===== config.mk =====
export PLATFORM = sky130hd
export DESIGN_NAME = min_heap_priority_queue_unit
export DESIGN_NICKNAME = d
export VERILOG_FILES = /design/src/rtl/mhpq_pkg.sv /design/src/rtl/mhpq_dp.sv /design/src/rtl/mhpq_ctrl.sv /design/src/rtl/min_heap_priority_queue_unit.sv
export VERILOG_INCLUDE_DIRS = /design/src /design/src/rtl
export SDC_FILE = /design/constraint.sdc
export NUM_CORES = 2
export LEC_CHECK = 0
export BUFFER_PORTS_ARGS = -buffer_cell sky130_fd_sc_hd__buf_2
export CAP_MARGIN = 20
export CORE_ASPECT_RATIO = 0.7
export CORE_MARGIN = 3
export CORE_UTILIZATION = 50
export DETAILED_ROUTE_END_ITERATION = 8
export HOLD_SLACK_MARGIN = 0.03
export PLACE_DENSITY_LB_ADDON = 0.1
export SLEW_MARGIN = 20
export SYNTH_ARGS = -nofsm -noshare
export SYNTH_HDL_FRONTEND = slang
export SYNTH_SLANG_ARGS = --single-unit

===== constraint.sdc =====
create_clock -name aclk -period 7.4 [get_ports aclk]
set_input_delay 1.11 -clock aclk [delete_from_list [all_inputs] [get_ports aclk]]
set_output_delay 1.11 -clock aclk [all_outputs]
set_load 0.05 [all_outputs]

===== src/rtl/min_heap_priority_queue_unit_defines.svh =====
// assertion macros shared by the min-heap priority queue rtl
// no dependencies; included by modules that carry concurrent checks
`ifndef MIN_HEAP_PRIORITY_QUEUE_UNIT_DEFINES_SVH
`define MIN_HEAP_PRIORITY_QUEUE_UNIT_DEFINES_SVH

// same-cycle implication, checked while out of reset
`define MHPQ_ASSERT_IMPL(label, clk, rstn, ante, cons, msg) \
    label: assert property (@(posedge clk) disable iff (!rstn) (ante) |-> (cons)) else $error(msg);

// next-cycle implication, checked while out of reset
`define MHPQ_ASSERT_NEXT(label, clk, rstn, ante, cons, msg) \
    label: assert property (@(posedge clk) disable iff (!rstn) (ante) |=> (cons)) else $error(msg);

`endif


===== src/rtl/mhpq_pkg.sv =====
// types, constants and helpers for the min-heap priority queue
// used by mhpq_ctrl, mhpq_dp and the top level; no dependencies
package mhpq_pkg;

    localparam int CAPACITY  = 32;
    localparam int ADDR_W    = 16;
    localparam int DIST_W    = 16;
    localparam int CNT_W     = 6;
    localparam int SLOT_W    = $clog2(CAPACITY + 1);
    localparam int MEM_AW    = $clog2(CAPACITY);
    localparam int ENTRY_W   = ADDR_W + DIST_W + 1;
    localparam int S_TDATA_W = ((ENTRY_W + 7) / 8) * 8;
    localparam int RESULT_W  = ENTRY_W + CNT_W + 2;
    localparam int M_TDATA_W = ((RESULT_W + 7) / 8) * 8;

    localparam logic KIND_PUSH = 1'b0;
    localparam logic KIND_POP  = 1'b1;

    // address in the lowest bits, as on the stream
    typedef struct packed {
        logic              visited;
        logic [DIST_W-1:0] distance;
        logic [ADDR_W-1:0] address;
    } entry_t;

    typedef struct packed {
        logic             is_full;
        logic             is_empty;
        logic [CNT_W-1:0] entry_count;
        entry_t           entry;
    } result_t;

    typedef enum logic [3:0] {
        OP_NONE,
        OP_LOAD_ITEM,
        OP_START_PUSH,
        OP_RD_PARENT,
        OP_MOVE_UP,
        OP_PLACE_PUSH,
        OP_RD_LAST,
        OP_TAKE_LAST,
        OP_RD_CHILD,
        OP_MOVE_DOWN,
        OP_PLACE_POP
    } dp_op_t;

    typedef struct packed {
        dp_op_t op;
        logic   res_load;
        logic   res_ok;
        logic   res_pop;
    } ctrl_cmd_t;

    typedef struct packed {
        logic kind;
        logic full;
        logic empty;
        logic has_parent;
        logic up_lt;
        logic has_left;
        logic down_gt;
        logic out_free;
    } dp_stat_t;

    // heap slots count from 1, memory rows from 0
    function automatic logic [MEM_AW-1:0] slot_to_addr(input logic [SLOT_W:0] slot);
        logic [SLOT_W:0] row;
        row = slot - 1'b1;
        return row[MEM_AW-1:0];
    endfunction

endpackage


===== src/rtl/mhpq_dp.sv =====
// datapath of the min-heap priority queue: heap memory, count, working
// registers and the result register; depends on mhpq_pkg and the defines header
`include "min_heap_priority_queue_unit_defines.svh"

module mhpq_dp (
    input  logic                            aclk,
    input  logic                            aresetn,
    input  logic [mhpq_pkg::S_TDATA_W-1:0]  s_tdata,
    input  logic                            s_tuser,
    input  mhpq_pkg::ctrl_cmd_t             cmd,
    output mhpq_pkg::dp_stat_t              stat,
    output logic                            m_tvalid,
    input  logic                            m_tready,
    output logic [mhpq_pkg::M_TDATA_W-1:0]  m_tdata,
    output logic                            m_tuser
);
    import mhpq_pkg::*;

    entry_t            heap_mem [CAPACITY];
    entry_t            rd_a_reg, rd_b_reg;
    entry_t            item_reg, item_next;
    entry_t            root_reg, top_reg;
    logic              kind_reg;
    logic [SLOT_W-1:0] count_reg, count_next;
    logic [SLOT_W-1:0] slot_reg, slot_next;
    result_t           out_reg;
    logic              out_ok_reg;
    logic              out_valid_reg;

    logic [SLOT_W:0]   count_ext, slot_ext, parent_slot, left_slot, right_slot;
    logic              has_right, take_right;
    entry_t            chosen;
    logic [SLOT_W:0]   chosen_slot;
    logic [MEM_AW-1:0] rd_addr_a, rd_addr_b, wr_addr;
    logic              rd_en_a, rd_en_b, wr_en;
    entry_t            wr_data;
    entry_t            res_entry;

    assign count_ext   = {1'b0, count_reg};
    assign slot_ext    = {1'b0, slot_reg};
    assign parent_slot = slot_ext >> 1;
    assign left_slot   = {slot_reg, 1'b0};
    assign right_slot  = {slot_reg, 1'b1};
    assign has_right   = right_slot <= count_ext;

    // right child only when strictly smaller than the left
    assign take_right  = has_right && (rd_a_reg.distance > rd_b_reg.distance);
    assign chosen      = take_right ? rd_b_reg : rd_a_reg;
    assign chosen_slot = take_right ? right_slot : left_slot;

    always_comb begin
        rd_en_a   = 1'b0;
        rd_en_b   = 1'b0;
        rd_addr_a = slot_to_addr(left_slot);
        rd_addr_b = slot_to_addr(right_slot);
        wr_en     = 1'b0;
        wr_addr   = slot_to_addr(slot_ext);
        wr_data   = item_reg;
        item_next = item_reg;
        slot_next = slot_reg;
        count_next = count_reg;
        unique case (cmd.op)
            OP_LOAD_ITEM: begin
                item_next = entry_t'(s_tdata[ENTRY_W-1:0]);
            end
            OP_START_PUSH: begin
                slot_next = count_reg + 1'b1;
            end
            OP_RD_PARENT: begin
                rd_en_a   = 1'b1;
                rd_addr_a = slot_to_addr(parent_slot);
            end
            OP_MOVE_UP: begin
                wr_en     = 1'b1;
                wr_data   = rd_a_reg;
                slot_next = parent_slot[SLOT_W-1:0];
            end
            OP_PLACE_PUSH: begin
                wr_en      = 1'b1;
                count_next = count_reg + 1'b1;
            end
            OP_RD_LAST: begin
                rd_en_a   = 1'b1;
                rd_addr_a = slot_to_addr(count_ext);
            end
            OP_TAKE_LAST: begin
                item_next  = rd_a_reg;
                count_next = count_reg - 1'b1;
                slot_next  = SLOT_W'(1);
            end
            OP_RD_CHILD: begin
                rd_en_a = 1'b1;
                rd_en_b = 1'b1;
            end
            OP_MOVE_DOWN: begin
                wr_en     = 1'b1;
                wr_data   = chosen;
                slot_next = chosen_slot[SLOT_W-1:0];
            end
            OP_PLACE_POP: begin
                wr_en = 1'b1;
            end
            default: begin
            end
        endcase
    end

    always_ff @(posedge aclk) begin
        if (rd_en_a) begin
            rd_a_reg <= heap_mem[rd_addr_a];
        end
        if (rd_en_b) begin
            rd_b_reg <= heap_mem[rd_addr_b];
        end
        if (wr_en) begin
            heap_mem[wr_addr] <= wr_data;
        end
    end

    // root shadow keeps the front readable without a memory port
    always_ff @(posedge aclk) begin
        item_reg <= item_next;
        slot_reg <= slot_next;
        if (wr_en && wr_addr == '0) begin
            root_reg <= wr_data;
        end
        if (cmd.op == OP_TAKE_LAST) begin
            top_reg <= root_reg;
        end
        if (cmd.op == OP_LOAD_ITEM) begin
            kind_reg <= s_tuser;
        end
        if (cmd.res_load) begin
            out_ok_reg            <= cmd.res_ok;
            out_reg.entry         <= res_entry;
            out_reg.entry_count   <= CNT_W'(count_reg);
            out_reg.is_empty      <= count_reg == '0;
            out_reg.is_full       <= count_reg == SLOT_W'(CAPACITY);
        end
    end

    always_comb begin
        if (!cmd.res_ok) begin
            res_entry = '0;
        end else if (cmd.res_pop) begin
            res_entry = top_reg;
        end else begin
            res_entry = root_reg;
        end
    end

    always_ff @(posedge aclk) begin
        if (!aresetn) begin
            count_reg     <= '0;
            out_valid_reg <= 1'b0;
        end else begin
            count_reg <= count_next;
            if (cmd.res_load) begin
                out_valid_reg <= 1'b1;
            end else if (m_tready) begin
                out_valid_reg <= 1'b0;
            end
        end
    end

    assign stat.kind       = kind_reg;
    assign stat.full       = count_reg == SLOT_W'(CAPACITY);
    assign stat.empty      = count_reg == '0;
    assign stat.has_parent = slot_reg > SLOT_W'(1);
    assign stat.up_lt      = item_reg.distance < rd_a_reg.distance;
    assign stat.has_left   = left_slot <= count_ext;
    assign stat.down_gt    = item_reg.distance > chosen.distance;
    assign stat.out_free   = !out_valid_reg || m_tready;

    assign m_tvalid = out_valid_reg;
    assign m_tuser  = out_ok_reg;
    assign m_tdata  = {{(M_TDATA_W - RESULT_W){1'b0}}, out_reg};

    `MHPQ_ASSERT_IMPL(a_up_below_root, aclk, aresetn, cmd.op == OP_MOVE_UP, slot_reg > SLOT_W'(1), "sift-up moved past the root")
    `MHPQ_ASSERT_IMPL(a_child_in_heap, aclk, aresetn, cmd.op == OP_RD_CHILD, left_slot <= count_ext, "child read beyond the heap")
    `MHPQ_ASSERT_NEXT(a_push_counts, aclk, aresetn, cmd.op == OP_PLACE_PUSH, count_reg == $past(count_reg) + 1'b1, "push did not grow the count")
    `MHPQ_ASSERT_IMPL(a_count_bound, aclk, aresetn, cmd.op == OP_PLACE_PUSH, count_reg < SLOT_W'(CAPACITY), "push on a full heap")

endmodule


===== src/rtl/mhpq_ctrl.sv =====
// sequencing state machine of the min-heap priority queue
// drives mhpq_dp by command and reads its status; depends on mhpq_pkg and the defines header
`include "min_heap_priority_queue_unit_defines.svh"

module mhpq_ctrl (
    input  logic                 aclk,
    input  logic                 aresetn,
    input  logic                 s_tvalid,
    output logic                 s_tready,
    input  mhpq_pkg::dp_stat_t   stat,
    output mhpq_pkg::ctrl_cmd_t  cmd
);
    import mhpq_pkg::*;

    typedef enum logic [3:0] {
        ST_IDLE,
        ST_DECIDE,
        ST_UP_TEST,
        ST_UP_CMP,
        ST_TAKE_LAST,
        ST_DOWN_TEST,
        ST_DOWN_CMP,
        ST_DONE,
        ST_FAIL
    } state_t;

    state_t state_reg, state_next;

    assign s_tready = state_reg == ST_IDLE;

    always_comb begin
        state_next   = state_reg;
        cmd.op       = OP_NONE;
        cmd.res_load = 1'b0;
        cmd.res_ok   = 1'b0;
        cmd.res_pop  = stat.kind;
        unique case (state_reg)
            ST_IDLE: begin
                if (s_tvalid) begin
                    cmd.op     = OP_LOAD_ITEM;
                    state_next = ST_DECIDE;
                end
            end
            ST_DECIDE: begin
                if (stat.kind == KIND_PUSH) begin
                    if (stat.full) begin
                        state_next = ST_FAIL;
                    end else begin
                        cmd.op     = OP_START_PUSH;
                        state_next = ST_UP_TEST;
                    end
                end else begin
                    if (stat.empty) begin
                        state_next = ST_FAIL;
                    end else begin
                        cmd.op     = OP_RD_LAST;
                        state_next = ST_TAKE_LAST;
                    end
                end
            end
            ST_UP_TEST: begin
                if (stat.has_parent) begin
                    cmd.op     = OP_RD_PARENT;
                    state_next = ST_UP_CMP;
                end else begin
                    cmd.op     = OP_PLACE_PUSH;
                    state_next = ST_DONE;
                end
            end
            ST_UP_CMP: begin
                if (stat.up_lt) begin
                    cmd.op     = OP_MOVE_UP;
                    state_next = ST_UP_TEST;
                end else begin
                    cmd.op     = OP_PLACE_PUSH;
                    state_next = ST_DONE;
                end
            end
            ST_TAKE_LAST: begin
                cmd.op     = OP_TAKE_LAST;
                state_next = ST_DOWN_TEST;
            end
            ST_DOWN_TEST: begin
                if (stat.has_left) begin
                    cmd.op     = OP_RD_CHILD;
                    state_next = ST_DOWN_CMP;
                end else begin
                    cmd.op     = OP_PLACE_POP;
                    state_next = ST_DONE;
                end
            end
            ST_DOWN_CMP: begin
                if (stat.down_gt) begin
                    cmd.op     = OP_MOVE_DOWN;
                    state_next = ST_DOWN_TEST;
                end else begin
                    cmd.op     = OP_PLACE_POP;
                    state_next = ST_DONE;
                end
            end
            ST_DONE: begin
                if (stat.out_free) begin
                    cmd.res_load = 1'b1;
                    cmd.res_ok   = 1'b1;
                    state_next   = ST_IDLE;
                end
            end
            ST_FAIL: begin
                if (stat.out_free) begin
                    cmd.res_load = 1'b1;
                    state_next   = ST_IDLE;
                end
            end
            default: begin
                state_next = ST_IDLE;
            end
        endcase
    end

    always_ff @(posedge aclk) begin
        if (!aresetn) begin
            state_reg <= ST_IDLE;
        end else begin
            state_reg <= state_next;
        end
    end

    `MHPQ_ASSERT_IMPL(a_load_when_free, aclk, aresetn, cmd.res_load, stat.out_free, "result loaded over an untaken one")
    `MHPQ_ASSERT_NEXT(a_accept_decides, aclk, aresetn, s_tvalid && s_tready, state_reg == ST_DECIDE, "transfer not followed by decode")
    `MHPQ_ASSERT_IMPL(a_last_after_read, aclk, aresetn, state_reg == ST_TAKE_LAST, $past(state_reg) == ST_DECIDE, "last entry taken without a read")

endmodule


===== src/rtl/min_heap_priority_queue_unit.sv =====
// min-heap priority queue, top level: stream ports around the controller and datapath
// depends on mhpq_pkg, mhpq_ctrl and mhpq_dp
//
// usage: each input transfer is one operation, s_tuser selecting push (0) or pop (1).
// a push carries address, distance and visited mark in s_tdata; a pop ignores s_tdata.
// every operation gives exactly one result transfer: m_tuser is the ok flag, m_tdata
// the popped entry or the front after a push, the count and the empty and full flags.
// a refused push (heap full) or pop (heap empty) returns ok low with a zero entry.
// one operation is in work at a time; s_tready is high only while the unit waits.
// a push climbs the heap one parent at a time until a compare stops it or the root is
// reached; a pop moves the last entry to the root and descends one child pair at a time
// until a compare stops it or no child is left. the next transfer is taken at the
// earliest once the unit is back in idle after loading the result. each level takes a
// memory read and then a compare-and-write on the single-write, dual-read heap memory.
// the result register lets the next operation be taken and worked on while the
// previous result waits; the unit holds before loading a new result until it is taken.
// reset empties the queue and drops any pending result; the heap memory needs no
// clearing pass since only slots up to the count are used.
module min_heap_priority_queue_unit (
    input  logic                            aclk,
    input  logic                            aresetn,
    input  logic                            s_tvalid,
    output logic                            s_tready,
    // push_address[15:0], push_distance[31:16], push_visited[32], zero pad
    input  logic [mhpq_pkg::S_TDATA_W-1:0]  s_tdata,
    // kind[0]
    input  logic                            s_tuser,
    output logic                            m_tvalid,
    input  logic                            m_tready,
    // entry_address[15:0], entry_distance[31:16], entry_visited[32],
    // entry_count[38:33], is_empty[39], is_full[40], zero pad
    output logic [mhpq_pkg::M_TDATA_W-1:0]  m_tdata,
    // ok[0]
    output logic                            m_tuser
);
    import mhpq_pkg::*;

    ctrl_cmd_t cmd;
    dp_stat_t  stat;

    mhpq_ctrl u_ctrl (
        .aclk     (aclk),
        .aresetn  (aresetn),
        .s_tvalid (s_tvalid),
        .s_tready (s_tready),
        .stat     (stat),
        .cmd      (cmd)
    );

    mhpq_dp u_dp (
        .aclk     (aclk),
        .aresetn  (aresetn),
        .s_tdata  (s_tdata),
        .s_tuser  (s_tuser),
        .cmd      (cmd),
        .stat     (stat),
        .m_tvalid (m_tvalid),
        .m_tready (m_tready),
        .m_tdata  (m_tdata),
        .m_tuser  (m_tuser)
    );

endmodule

# After elaboration in Yosys (flattened, before gate mapping)
# Memories as Yosys holds them, arrays and structs flattened. A register that Yosys moved wholly into a read port is not among the register bits.
# Index checks and enable logic that the tools add are counted.
[op_classes]
eq_ne = 21
n_mux = 38
n_addsub = 7
n_reduce_logical = 15
n_lt_le_gt_ge = 6
[op_table]
columns = ["op", "count"]
rows = [
  ["$pmux 33 s2", 2],
  ["$mux 33", 2],
  ["$eq 4x3->1 const B", 8],
  ["$gt 16x16->1", 2],
  ["$pmux 4 s8", 1],
  ["$pmux 4 s7", 1],
  ["$sub 5x1->5 const B", 5],
  ["$mux 4", 6],
  ["$pmux 6 s4", 1],
  ["$eq 4x2->1 const B", 4],
  ["$eq 4x4->1 const B", 4],
  ["$lt 16x16->1", 1],
  ["$le 7x6->1", 2],
  ["$mux 1", 13],
  ["$mux 3", 4],
  ["$pmux 6 s2", 1],
  ["$mux 2", 5],
  ["$pmux 5 s2", 1],
  ["$eq 4x1->1 const B", 2],
  ["$add 6x1->6 const B", 1],
  ["$eq 6x6->1 const B", 1],
  ["$gt 6x1->1 const B", 1],
  ["$logic_not 6->1", 1],
  ["$reduce_bool 2->1", 3],
  ["other kinds (14)", 15],
]
[totals]
mem_bits_rw = 1056
memories = 1
in_bits = 45
out_inout_bits = 51
register_bits = 159
[mem_list]
columns = ["name", "words", "word_bits", "rd", "rd_ports_with_merged_regs", "wr", "line", "text"]
rows = [
  ["u_dp.heap_mem", 32, 33, 2, 2, 1, "mhpq_dp.sv:19", "entry_t heap_mem [CAPACITY];"],
]

# Logic depth before layout (Yosys ltp)
[logic_depth]
ltp_word = 11
depth_mapped = 23

# By module
# A second synthesis with hierarchy kept.
[hier_totals]
cells_unflattened = 3660
area_unflattened_um2 = 56012.5
[modules_own_cells]
columns = ["mod", "area_each_um2", "seq_area_each_um2", "n_inst", "cells_each"]
rows = [
  ["mhpq_dp", 55560.8, 38276.7, 1, 3603],
  ["mhpq_ctrl", 451.7, 80.1, 1, 57],
]

# Worst setup path after synthesis
# Ideal clock, no wire load.
[synth_path]
kind = "flip-flop to flip-flop"
startpoint = "register u_dp.count_reg[2]"
endpoint = "memory u_dp.heap_mem[0][16] (netlist name) (data pin)"
arrival_time_ns = 5.255
slack_ns = 1.859
path_buffers = 5
setup_ns = 0.286
period_less_slack_ns = 5.541
stages_incl_launch_ff = 22
cell_sequence = "dfxtp_1 > clkbuf_1 > inv_1 > ha_1 > a211oi_1 > o21ai_0 > a21oi_1 > a31oi_1 > a211oi_1 > buf_1 > buf_1 > mux2i_1 > ha_1 > nand4_1 > a2111o_1 > o211a_1 > nor3_1 > clkbuf_1 > inv_1 > o22ai_1 > clkbuf_1 > a221o_1"
[synth_rtl]
columns = ["item", "line", "text"]
rows = [
  ["start: declaration", "mhpq_dp.sv:24", "logic [SLOT_W-1:0] count_reg, count_next;"],
  ["start signal: assignment", "mhpq_dp.sv:157", "count_reg <= count_next;"],
  ["end: declaration", "mhpq_dp.sv:19", ""],
]

==> results.yml <==
outcome:
  status: "finished, final reports clean"
timing:
  setup_viol: 0
  relSlewSlack_pct: 21.1
  timing.final.ws_setup_ns: 0.651
  final.setup_skew_ns: 0.0296
  rsz0062_at_grt: "no"
  tightest_slew_ns: 1.18
  slew_viol_final: 0
  finalCritPeriodShare_pct: 91.2
  fin_tns_setup_ns: 0
  period_needed_ns: 6.75
  fmax_ghz: 0.148
  hold_viol_final: 0
routing:
  ant_nets: 0
  routed_wl_um: 176000
  routed_via_density: 6.87
  wire_per_inst_um: 35.6
  drt_iter0_drc: 5029
  drtPass1Iterations: 6
  drc_errors: 0
  vias: 34000
floorplan:
  io_pins: 96
  start_util_pct: 50.7
  fp.dieW_um: 404
  rows: 101
  die_h_um: 284
  die_area_um2: 115000
  coreArea_um2: 109000
layout:
  nNetsFinal: 3507
  mostFrequentLayoutCells: "edfxtp_1, nand2_1, mux4_2"
  n_fill_cell: 8301
  largest_register_ffs: 1056
  drive_above_1_share_pct: 22.7
  regMostFlops: "u_dp.heap_mem"
  final_common_cell: "edfxtp_1"
  syn2layout_area_growth_pct: 11.9
  post-route-util_pct: 56.7
  final_cell_area_um2: 61900
  final_cells: 4946
synthesis:
  async_flop_share_pct: 0
  synth_edf_count: 1270
  ys_types: 74
  ys_ff_latch: 1281
  synth_warnings: 0
  syn_area_per_cell_um2: 16.9
  synth_cells: 3279
  synth_seq_area_share_pct: 69.4
  synthesis.area_um2: 55300
  ys.flop_type: "edfxtp_1"
power:
  p_per_area_nw_per_um2: 317
  leakagePower_uw: 0.0203
  vdd_drop_max_uv: 209
setup_path:
  startpoint_type: "flop"
  path_class: "flop to flop"
  reg2reg_depth: 18
  cp-startpoint: "u_dp.count_reg[2]"
  crit_required_ns: 7.79
  ff2ff_setup_slack_ns: 0.65
  endpoint: "u_dp.heap_mem[11][4]"
  r2r_end: "u_dp.heap_mem[11][4]"
  r2r-start: "u_dp.count_reg[2]"
  cp.arrival_ns: 7.13
  cp_max_fo: 33
  critPathCaptureType: "flop"
placement:
  place_inst: 4723
  place.detailed.hpwl_um: 97300
  io_buffers: 81
  routabilityCongestion: 0.899
  pre_cts_ws_ns: 0.772
  placed_cell_area_um2: 58100
grt:
  grt_max_degree: 135
  grt_overflow: 0
  grt_pass1_wl_um: 246000
  grt_use_total_pct: 30.5
  first_global_vias: 32500
  antenna_found_initial: 1
worst_hold_path:
  hold_path.class: "flop to flop"
  hold_depth: 0
clock_network:
  cts_tree: "done"
  post_cts_buffers: 0
  cts_resized: 0
  numClockSinks: 1281
  cts_max_level: 3
  postCtsHoldBufs: 0
  cts_made_buffers: 118
  clockBufferDepth: 3
  root_buffer: "clkbuf_16"
  worstSkewPairLatency_ns: 0.75
  path_clk_slew_ns: 0.06
job:
  max_cap_viol_count: 0
==> Yosys cell counts (40+ instances only) <==
| cell | instances | area [um^2] |
|---|---|---|
| mux2_2 | 40 | 450 |
| nor2_1 | 117 | 439 |
| a22oi_1 | 64 | 480 |
| edfxtp_1 | 1270 | 38100 |
| inv_1 | 48 | 180 |
| nand3_1 | 71 | 355 |
| o22ai_1 | 65 | 407 |
| o21ai_0 | 70 | 350 |
| mux2i_1 | 112 | 1120 |
| nand2_1 | 349 | 1310 |
| nor3_1 | 50 | 250 |
| mux4_2 | 291 | 6550 |
| clkbuf_1 | 123 | 462 |
| ha_1 | 61 | 763 |
| a21oi_1 | 71 | 355 |
==> layer usage <==
layer,routed length [um],GRT usage (%),up-vias
li1,-,-,13600
met3,22600,7.37,332
met4,5260,8.69,0
met5,0,0,-
met1,72700,46.9,17700
met2,75400,43.4,2416
==> worst max-delay path: stages (launching register included) <==
cell      delay [ns]
dfxtp_1         0.58
inv_1           0.21
ha_1            0.23
a211oi_1        0.23
o21ai_0         0.19
a21oi_1         0.16
a31oi_1         0.11
a211oi_4        0.87
buf_4           0.30
mux2i_1         0.28
ha_1            0.19
nand4_1         0.12
a2111o_1        0.40
o211a_1         0.15
nor3_1          0.18
buf_4           0.22
and2_2          0.70
buf_4           0.33
a221o_1         0.88
==> worst min-delay path by stage <==
stage	endpoint	slack, ns	start
finish	u_dp.top_reg[26]	0.45	u_dp.root_reg[26]
detailed placement	u_dp.top_reg[26]	0.44	u_dp.root_reg[26]
CTS	u_dp.top_reg[26]	0.45	u_dp.root_reg[26]
floorplan	u_dp.m_tdata[38]	0.41	u_dp.count_reg[5]
global route	u_dp.top_reg[26]	0.46	u_dp.root_reg[26]
global placement	u_dp.top_reg[0]	0.44	u_dp.root_reg[0]
==> metrics by stage <==
stage | total power (uW) | hold slack, ns
floorplan | 11800 | 0.406
global placement | 13500 | 0.437
detailed placement | 13600 | 0.438
CTS | 19600 | 0.453
global route | 20200 | 0.456
finish | 19600 | 0.453
==> cell type report <==
class,instances,area (um^2),share of cell area (%)
clock buffers,144,3110,5.03
multi-input cells,1735,16200,26.1
diodes,2,5.00,0.00809
flip-flops and latches,1281,38400,62.0
clock inverters,77,687,1.11
well taps,1442,1800,2.92
inverters,49,185,0.299
repair buffers,216,1570,2.53
==> where the power goes <==
group          switching (uW)  leakage (uW)  internal (uW)
Combinational            3160       0.00687           1550
Clock                    2730       0.00185           3340
Sequential                113        0.0116           8700
==> logic make-up (layout without fill, tap and decap cells) <==
kind of cell	count (synthesis)	in the layout	synth area share [%]
xor+xnor	12	12	0.190
simple gates	719	719	5.87
buf+inv	269	486	2.21
fa+ha+maj	61	61	1.38
mux	443	443	14.7
flops	1281	1281	69.4
other cells	1	9	0.00678
compound gates	493	493	6.29
No activity file was read; power rests on OpenSTA's default activity.
